$ cat config.mk
export PLATFORM = sky130hd
export DESIGN_NAME = indexed_deque_list_top
export DESIGN_NICKNAME = d
export VERILOG_FILES = /design/src/hdl/idl_pkg.sv /design/src/hdl/idl_cell.sv /design/src/hdl/idl_ctrl.sv /design/src/hdl/indexed_deque_list_top.sv
export SDC_FILE = /design/constraint.sdc
export NUM_CORES = 1
export LEC_CHECK = 0
export BUFFER_PORTS_ARGS = -buffer_cell sky130_fd_sc_hd__buf_2
export CAP_MARGIN = 10
export CORE_MARGIN = 2
export CORE_UTILIZATION = 55
export DETAILED_ROUTE_END_ITERATION = 10
export PLACE_DENSITY = 0.8
export SLEW_MARGIN = 10
export SYNTH_ARGS = -nofsm -noshare
export SYNTH_HDL_FRONTEND = slang
export SYNTH_HIERARCHICAL = 1
export SYNTH_SLANG_ARGS = --single-unit
export TNS_END_PERCENT = 5
$ cat constraint.sdc
create_clock -name i_clk -period 5 [get_ports i_clk]
set_clock_uncertainty 0.15 [all_clocks]
set_input_delay 0 -clock i_clk [delete_from_list [all_inputs] [get_ports i_clk]]
set_output_delay 0 -clock i_clk [all_outputs]
set_load 0.01 [all_outputs]
$ cat src/hdl/idl_pkg.sv
// shared types and constants for the indexed deque list
// used by idl_cell, idl_ctrl and indexed_deque_list_top; no dependencies
package idl_pkg;

    localparam int DEPTH  = 16;
    localparam int CNT_W  = $clog2(DEPTH + 1);
    localparam int IDX_W  = $clog2(DEPTH);
    localparam int VAL_W  = 16;
    localparam int FUNC_W = 3;
    localparam int POS_W  = 5;
    localparam int LEN_W  = 5;
    localparam int ST_W   = 2;
    localparam int CMP_W  = ((POS_W > CNT_W) ? POS_W : CNT_W) + 1;
    localparam int IN_W   = 24;
    localparam int OUT_W  = 24;

    typedef enum logic [FUNC_W-1:0] {
        FN_ADD_FRONT = 3'd0,
        FN_ADD_REAR  = 3'd1,
        FN_REM_FRONT = 3'd2,
        FN_REM_REAR  = 3'd3,
        FN_INSERT_AT = 3'd4,
        FN_REMOVE_AT = 3'd5
    } t_func;

    typedef enum logic [ST_W-1:0] {
        ST_OK        = 2'd0,
        ST_UNDERFLOW = 2'd1,
        ST_RANGE     = 2'd2,
        ST_FULL      = 2'd3
    } t_status;

    typedef enum logic [1:0] {
        OP_HOLD   = 2'd0,
        OP_INSERT = 2'd1,
        OP_REMOVE = 2'd2
    } t_cell_op;

    typedef struct packed {
        t_cell_op         op;
        logic [IDX_W-1:0] idx;
    } t_cell_cmd;

endpackage

$ cat src/hdl/idl_cell.sv
// one storage cell of the list row: holds one slot and shifts with its neighbors
// depends on idl_pkg
module idl_cell (
    input  logic                       i_clk,
    input  idl_pkg::t_cell_cmd         i_cmd,
    input  logic [idl_pkg::IDX_W-1:0]  i_index,
    input  logic [idl_pkg::VAL_W-1:0]  i_value,
    input  logic [idl_pkg::VAL_W-1:0]  i_left,
    input  logic [idl_pkg::VAL_W-1:0]  i_right,
    output logic [idl_pkg::VAL_W-1:0]  o_slot
);

    logic [idl_pkg::VAL_W-1:0] r_slot;
    logic [idl_pkg::VAL_W-1:0] n_slot;

    always_comb begin
        n_slot = r_slot;
        case (i_cmd.op)
            idl_pkg::OP_INSERT: begin
                if (i_index == i_cmd.idx) begin
                    n_slot = i_value;
                end else if (i_index > i_cmd.idx) begin
                    n_slot = i_left;
                end
            end
            idl_pkg::OP_REMOVE: begin
                // everything from the hole rearward pulls one place forward
                if (i_index >= i_cmd.idx) begin
                    n_slot = i_right;
                end
            end
            default: begin
                n_slot = r_slot;
            end
        endcase
    end

    always_ff @(posedge i_clk) begin
        r_slot <= n_slot;
    end

    assign o_slot = r_slot;

endmodule

$ cat src/hdl/idl_ctrl.sv
// list controller: element count, range and fill checks, cell row command
// depends on idl_pkg
module idl_ctrl (
    input  logic                        i_clk,
    input  logic                        i_rst_n,
    input  logic                        i_fire,
    input  logic [idl_pkg::FUNC_W-1:0]  i_func,
    input  logic [idl_pkg::POS_W-1:0]   i_position,
    output idl_pkg::t_cell_cmd          o_cmd,
    output idl_pkg::t_status            o_status,
    output logic [idl_pkg::CNT_W-1:0]   o_count
);

    logic [idl_pkg::CNT_W-1:0] r_count;
    logic [idl_pkg::CNT_W-1:0] n_count;
    logic [idl_pkg::CMP_W-1:0] w_pos;
    logic [idl_pkg::CMP_W-1:0] w_cnt;
    logic                      w_full;
    logic                      w_empty;
    logic [idl_pkg::IDX_W-1:0] w_pos_idx;
    logic [idl_pkg::IDX_W-1:0] w_rear_idx;
    logic [idl_pkg::IDX_W-1:0] w_last_idx;
    idl_pkg::t_cell_op         w_op;
    logic [idl_pkg::IDX_W-1:0] w_idx;
    idl_pkg::t_status          w_status;

    assign w_pos      = idl_pkg::CMP_W'(i_position);
    assign w_cnt      = idl_pkg::CMP_W'(r_count);
    assign w_full     = (r_count == idl_pkg::CNT_W'(idl_pkg::DEPTH));
    assign w_empty    = (r_count == '0);
    assign w_pos_idx  = idl_pkg::IDX_W'(w_pos - idl_pkg::CMP_W'(1));
    assign w_rear_idx = idl_pkg::IDX_W'(r_count);
    assign w_last_idx = idl_pkg::IDX_W'(r_count - idl_pkg::CNT_W'(1));

    always_comb begin
        w_op     = idl_pkg::OP_HOLD;
        w_idx    = '0;
        w_status = idl_pkg::ST_OK;
        case (idl_pkg::t_func'(i_func))
            idl_pkg::FN_ADD_FRONT, idl_pkg::FN_ADD_REAR: begin
                if (w_full) begin
                    w_status = idl_pkg::ST_FULL;
                end else begin
                    w_op  = idl_pkg::OP_INSERT;
                    w_idx = (idl_pkg::t_func'(i_func) == idl_pkg::FN_ADD_FRONT)
                            ? '0 : w_rear_idx;
                end
            end
            idl_pkg::FN_REM_FRONT, idl_pkg::FN_REM_REAR: begin
                if (w_empty) begin
                    w_status = idl_pkg::ST_UNDERFLOW;
                end else begin
                    w_op  = idl_pkg::OP_REMOVE;
                    w_idx = (idl_pkg::t_func'(i_func) == idl_pkg::FN_REM_FRONT)
                            ? '0 : w_last_idx;
                end
            end
            idl_pkg::FN_INSERT_AT: begin
                // range check comes before the full check
                if (w_pos == '0 || w_pos > w_cnt + idl_pkg::CMP_W'(1)) begin
                    w_status = idl_pkg::ST_RANGE;
                end else if (w_full) begin
                    w_status = idl_pkg::ST_FULL;
                end else begin
                    w_op  = idl_pkg::OP_INSERT;
                    w_idx = w_pos_idx;
                end
            end
            idl_pkg::FN_REMOVE_AT: begin
                if (w_pos == '0 || w_pos > w_cnt) begin
                    w_status = idl_pkg::ST_RANGE;
                end else begin
                    w_op  = idl_pkg::OP_REMOVE;
                    w_idx = w_pos_idx;
                end
            end
            default: begin
                w_status = idl_pkg::ST_RANGE;
            end
        endcase
    end

    always_comb begin
        n_count = r_count;
        if (i_fire && w_op == idl_pkg::OP_INSERT) begin
            n_count = r_count + idl_pkg::CNT_W'(1);
        end else if (i_fire && w_op == idl_pkg::OP_REMOVE) begin
            n_count = r_count - idl_pkg::CNT_W'(1);
        end
    end

    always_ff @(posedge i_clk) begin
        if (!i_rst_n) begin
            r_count <= '0;
        end else begin
            r_count <= n_count;
        end
    end

    assign o_cmd.op  = i_fire ? w_op : idl_pkg::OP_HOLD;
    assign o_cmd.idx = w_idx;
    assign o_status  = w_status;
    assign o_count   = n_count;

    a_count_bound: assert property (@(posedge i_clk) disable iff (!i_rst_n)
        r_count <= idl_pkg::CNT_W'(idl_pkg::DEPTH))
        else $error("element count above depth");

    a_fail_keeps_count: assert property (@(posedge i_clk) disable iff (!i_rst_n)
        (i_fire && w_status != idl_pkg::ST_OK) |=> $stable(r_count))
        else $error("failed operation changed the count");

    a_insert_grows: assert property (@(posedge i_clk) disable iff (!i_rst_n)
        (o_cmd.op == idl_pkg::OP_INSERT) |=>
        (r_count == $past(r_count) + idl_pkg::CNT_W'(1)))
        else $error("insert did not grow the count");

endmodule

$ cat src/hdl/indexed_deque_list_top.sv
// indexed deque list: ordered list with insert and remove at ends or by position
// a result beat is registered and appears in the cycle after its input beat is taken
// throughput: one beat per cycle while the result side takes its beats; the whole cell row shifts in the same cycle
// the output register frees the input side whenever the result is taken
// reset (i_rst_n, synchronous, low) empties the list and drops the output beat
// depends on idl_pkg, idl_ctrl and idl_cell
module indexed_deque_list_top (
    input  logic                      i_clk,
    input  logic                      i_rst_n,
    input  logic                      s_axis_tvalid,
    output logic                      s_axis_tready,
    input  logic [idl_pkg::IN_W-1:0]  s_axis_tdata,   // position[4:0], value[20:5], zeros
    input  logic [idl_pkg::FUNC_W-1:0] s_axis_tuser,  // func[2:0]
    output logic                      m_axis_tvalid,
    input  logic                      m_axis_tready,
    output logic [idl_pkg::OUT_W-1:0] m_axis_tdata    // removed_value[15:0], status[17:16],
                                                      // length[22:18], zero[23]
);

    logic                        w_s_fire;
    logic [idl_pkg::POS_W-1:0]   w_position;
    logic [idl_pkg::VAL_W-1:0]   w_value;
    idl_pkg::t_cell_cmd          w_cmd;
    idl_pkg::t_status            w_status;
    logic [idl_pkg::CNT_W-1:0]   w_count;
    logic [idl_pkg::VAL_W-1:0]   w_slot [idl_pkg::DEPTH];
    logic [idl_pkg::VAL_W-1:0]   w_removed;

    logic                        r_out_valid;
    logic [idl_pkg::VAL_W-1:0]   r_removed;
    idl_pkg::t_status            r_status;
    logic [idl_pkg::LEN_W-1:0]   r_length;

    assign w_position    = s_axis_tdata[idl_pkg::POS_W-1:0];
    assign w_value       = s_axis_tdata[idl_pkg::POS_W +: idl_pkg::VAL_W];
    assign s_axis_tready = !r_out_valid || m_axis_tready;
    assign w_s_fire      = s_axis_tvalid && s_axis_tready;

    idl_ctrl u_ctrl (
        .i_clk      (i_clk),
        .i_rst_n    (i_rst_n),
        .i_fire     (w_s_fire),
        .i_func     (s_axis_tuser),
        .i_position (w_position),
        .o_cmd      (w_cmd),
        .o_status   (w_status),
        .o_count    (w_count)
    );

    for (genvar g = 0; g < idl_pkg::DEPTH; g++) begin : g_cell
        logic [idl_pkg::VAL_W-1:0] w_left;
        logic [idl_pkg::VAL_W-1:0] w_right;

        // front cell never takes from the left, rear cell refills itself
        if (g == 0) begin : g_front
            assign w_left = w_value;
        end else begin : g_mid_l
            assign w_left = w_slot[g-1];
        end
        if (g == idl_pkg::DEPTH - 1) begin : g_rear
            assign w_right = w_slot[g];
        end else begin : g_mid_r
            assign w_right = w_slot[g+1];
        end

        idl_cell u_cell (
            .i_clk   (i_clk),
            .i_cmd   (w_cmd),
            .i_index (idl_pkg::IDX_W'(g)),
            .i_value (w_value),
            .i_left  (w_left),
            .i_right (w_right),
            .o_slot  (w_slot[g])
        );
    end

    assign w_removed = (w_cmd.op == idl_pkg::OP_REMOVE) ? w_slot[w_cmd.idx] : '0;

    always_ff @(posedge i_clk) begin
        if (!i_rst_n) begin
            r_out_valid <= 1'b0;
        end else if (w_s_fire) begin
            r_out_valid <= 1'b1;
        end else if (m_axis_tready) begin
            r_out_valid <= 1'b0;
        end
    end

    always_ff @(posedge i_clk) begin
        if (w_s_fire) begin
            r_removed <= w_removed;
            r_status  <= w_status;
            r_length  <= idl_pkg::LEN_W'(w_count);
        end
    end

    assign m_axis_tvalid = r_out_valid;
    assign m_axis_tdata  = idl_pkg::OUT_W'({r_length, r_status, r_removed});

    a_fire_gives_beat: assert property (@(posedge i_clk) disable iff (!i_rst_n)
        w_s_fire |=> m_axis_tvalid)
        else $error("accepted beat produced no result");

    a_removed_means_ok: assert property (@(posedge i_clk) disable iff (!i_rst_n)
        (m_axis_tvalid && r_removed != '0) |-> (r_status == idl_pkg::ST_OK))
        else $error("removed value on a failed operation");

    a_length_bound: assert property (@(posedge i_clk) disable iff (!i_rst_n)
        m_axis_tvalid |-> (r_length <= idl_pkg::LEN_W'(idl_pkg::DEPTH)))
        else $error("reported length above depth");

endmodule

==> results.txt <==
Seq/Total Area, Yosys -> 44.5%
clock slew at reported path FFs -> 60 ps
internal power -> 4960 uW
diode count -> 0
initial antenna violation count -> 0
routed vias/inst -> 6.03
layout cell share with drive strength beyond 1 -> 11.1%
dominant cell type by area after synthesis -> edfxtp_1
top_reg_cell synth -> edfxtp_1
synth-to-layout area growth -> 11.0%
arrival time worst endpoint -> 4780 ps
crit-path max FO -> 29
Post-layout nets -> 1998
Max Cap Violations -> 0
R2R cell count -> 17
DRC errors left -> 0
largest net degree at the start of global routing -> 37
Root Buffer -> clkbuf_16
CP Class -> reg -> reg
Pleak -> 0.00917 uW
I/O pins -> 57
reg2reg end -> r_removed[6]
Yosys cell types -> 64
Hold Startpoint -> s_axis_tdata[4]
FP Rows -> 68
chip width -> 190 um
min Tclk post-route -> 4640 ps
clock sink count -> 285
DP Cell Count -> 2284
Num CTS Buffers -> 31
global-route wire length before repair -> 75.0 mm
achievable frequency -> 0.215 GHz
Total Wirelength -> 47.1 mm
Post-Syn Area -> 19100 um2
GRT Util Overall -> 25.6%
most numerous cell in the Yosys netlist -> mux2i_1
CP top delay family -> compound AO/OA/AOI/OAI gates
CP Launch Type -> flip-flop
Critical Path Sink Type -> flip-flop
Max Root-Sink Buffers -> 3
final hold slack -> 138 ps
Cells after Synth -> 1758
Required @ worst endpoint -> 5140 ps
Final Util -> 61.7%
vias in the first global route -> 14200
Slowest-stage cell, CP -> dfxtp_1
VDD IR max -> 253 uV
die area -> 36200 um2
H-tree depth -> 1
Hold Path End -> r_status[1]
NetSw -> 2040 uW
TritonCTS clock tree -> built
Initial DRC Count -> 1320
number of synthesized register bits -> 285
fraction of registers with async set/reset -> 0%
Comb power frac -> 23.1%
Core Region -> 34400 um2
Pre-Repair DR Iteration Count -> 5
Setup violations, final -> 0
Switching Share -> 29.2%
Starting Density -> 55.6%
number of flops mapped to enable cells by yosys -> 279
outcome -> completed
Pwr Density -> 331 nW/um2
Least-Margin Pin Slew -> 767 ps
Die H -> 190 um
Setup TNS Final -> 0 ps
crit share post-route -> 92.9%
final std cells w/o fill -> 2370
Routed Antenna Nets -> 0
fin. max-slew vios -> 0
top cells by count, synth -> mux2i_1 (359), edfxtp_1 (279), a21oi_1 (276)
syn avg cell area -> 10.9 um2
Final Hold Vio Count -> 0
WHS Path Cells -> 5
max incr delay on CP -> 460 ps
Buf+Inv Stages, Crit Path -> 5
worst reg2reg setup slack -> 360 ps
Yosys top cell area share -> 43.9%
min-delay worst type -> in -> reg
Area contributors post-synth -> edfxtp_1 (44%), mux2i_1 (19%), a21oi_1 (7.2%)
Ys Warns -> 6
unrepaired setup endpoints after global routing -> no
DPL Wire Length -> 34.2 mm
worst rel slew slack -> 48.7%
Final GP Congestion -> 0.828
ordered list of cells on the worst path -> inv_1 -> ha_1 -> inv_1 -> ha_1 -> nor2b_1 -> o21bai_1 -> a31oi_2 -> nor4bb_1 -> o21ai_2 -> o221ai_4 -> buf_12 -> buf_12 -> buf_4 -> mux2i_1 -> a22oi_1 -> nand3_1 -> o21ai_2
Seq pwr share -> 44.4%
IO Port Bufs -> 52
routed len/inst -> 19.9 um
Clock power frac -> 32.5%
clk_lat worst skew -> 570 ps
worst r2r src -> u_ctrl/r_count[0]
via count -> 14300
total gr overflow -> 0
power groups by stage:
| stage | combinational [uW] | clock [uW] | sequential, uW |
|---|---|---|---|
| 6_report | 1620 | 2280 | 3110 |
| 5_1_grt | 1760 | 2400 | 3130 |
| 4_1_cts | 1580 | 2300 | 3110 |
| 3_5_place_dp | 1550 | 0 | 3150 |
| 3_3_place_gp | 1470 | 0 | 3140 |
| 2_1_floorplan | 1210 | 0 | 3100 |
worst register-to-register path, cell delays in order, from the launching register on:
cell and delay (ps):
dfxtp_1 460, inv_1 150, ha_1 390, inv_1 90, ha_1 280, nor2b_1 130, o21bai_1 150, a31oi_2 170
nor4bb_1 370, o21ai_2 180, o221ai_4 320, buf_12 230, buf_12 250, buf_4 350, mux2i_1 320, a22oi_1 140
nand3_1 170, o21ai_2 90
area by class of cell:
cell class,count,area (um2)
Clock buffer,38,802
Clock inverter,20,200
Fill cell,2701,13200
Inverter,76,289
Multi-Input combinational cell,1346,9670
Sequential cell,285,8500
Tap cell,455,569
Timing Repair Buffer,150,1170
routing by layer:
layer,vias to the layer above,track usage [%],part of all wire (%),wire (um)
met2,572,45.7,50,23500
met3,82,3.29,7.0,3310
met5,-,0,0,0
met1,6911,32.6,41,19300
li1,6722,-,-,-
met4,0,7.19,1.9,890
metrics by stage:
step           power [uW]  setup slack, ps  instance area, um2
3_3_place_gp         4610              282               19900
2_1_floorplan        4310            -51.5               19300
6_report             7010              355               21200
5_1_grt              7290             12.2               21200
3_5_place_dp         4710              239               19900
4_1_cts              6990              185               21100
worst max path at each step:
stage,from,end,slack (ps),cells past startpoint
after floorplan,u_ctrl/r_count[0],g_cell[11].u_cell/o_slot[0],-50,17
after global placement,u_ctrl/r_count[0],r_removed[6],280,16
after detailed placement,u_ctrl/r_count[0],g_cell[11].u_cell/o_slot[14],240,16
after CTS,u_ctrl/r_count[0],g_cell[11].u_cell/o_slot[14],180,16
after global routing,u_ctrl/r_count[1],g_cell[2].u_cell/o_slot[9],10,17
final,u_ctrl/r_count[0],r_removed[6],360,17
repair_timing:
item / CTS / global route
resized for setup: 0 / 5
hold buffers: 25 / 0
endpoints found under the hold margin: 292 / 0
endpoints found under the setup margin: 0 / 209
setup buffers: 0 / 3
placed cells by master (no fill, tap or decap), types with 21 or more instances in the layout:
cell type | netlist | layout
ha_1 | 77 | 77
a22oi_1 | 50 | 50
buf_2 | 37 | 52
mux2i_1 | 359 | 359
nand3_1 | 21 | 21
nand2b_1 | 33 | 33
inv_1 | 73 | 73
dlygate4sd3_1 | 0 | 25
edfxtp_1 | 279 | 279
conb_1 | 2 | 65
nor2_1 | 265 | 264
nand2_1 | 29 | 29
buf_4 | 2 | 62
clkbuf_16 | 0 | 31
a21oi_1 | 276 | 276
xnor2_1 | 24 | 23
logic make-up after synthesis:
group           after synthesis  synth area share (%)
buf+inv                     190                  6.96
mux                         373                  20.7
xor+xnor                     24                  1.10
flops                       285                  44.5
compound gates              403                  12.3
simple gates                404                  9.41
other cells                   2                0.0393
fa+ha+maj                    77                  5.05
state kept, by name, indices dropped and copies added, names as in the netlist:
register,count
r_status,2
u_ctrl/r_count,5
r_length,5
g_cell.u_cell/o_slot,256
m_axis_tvalid,1
r_removed,16
(Power assumes the default switching activity.)
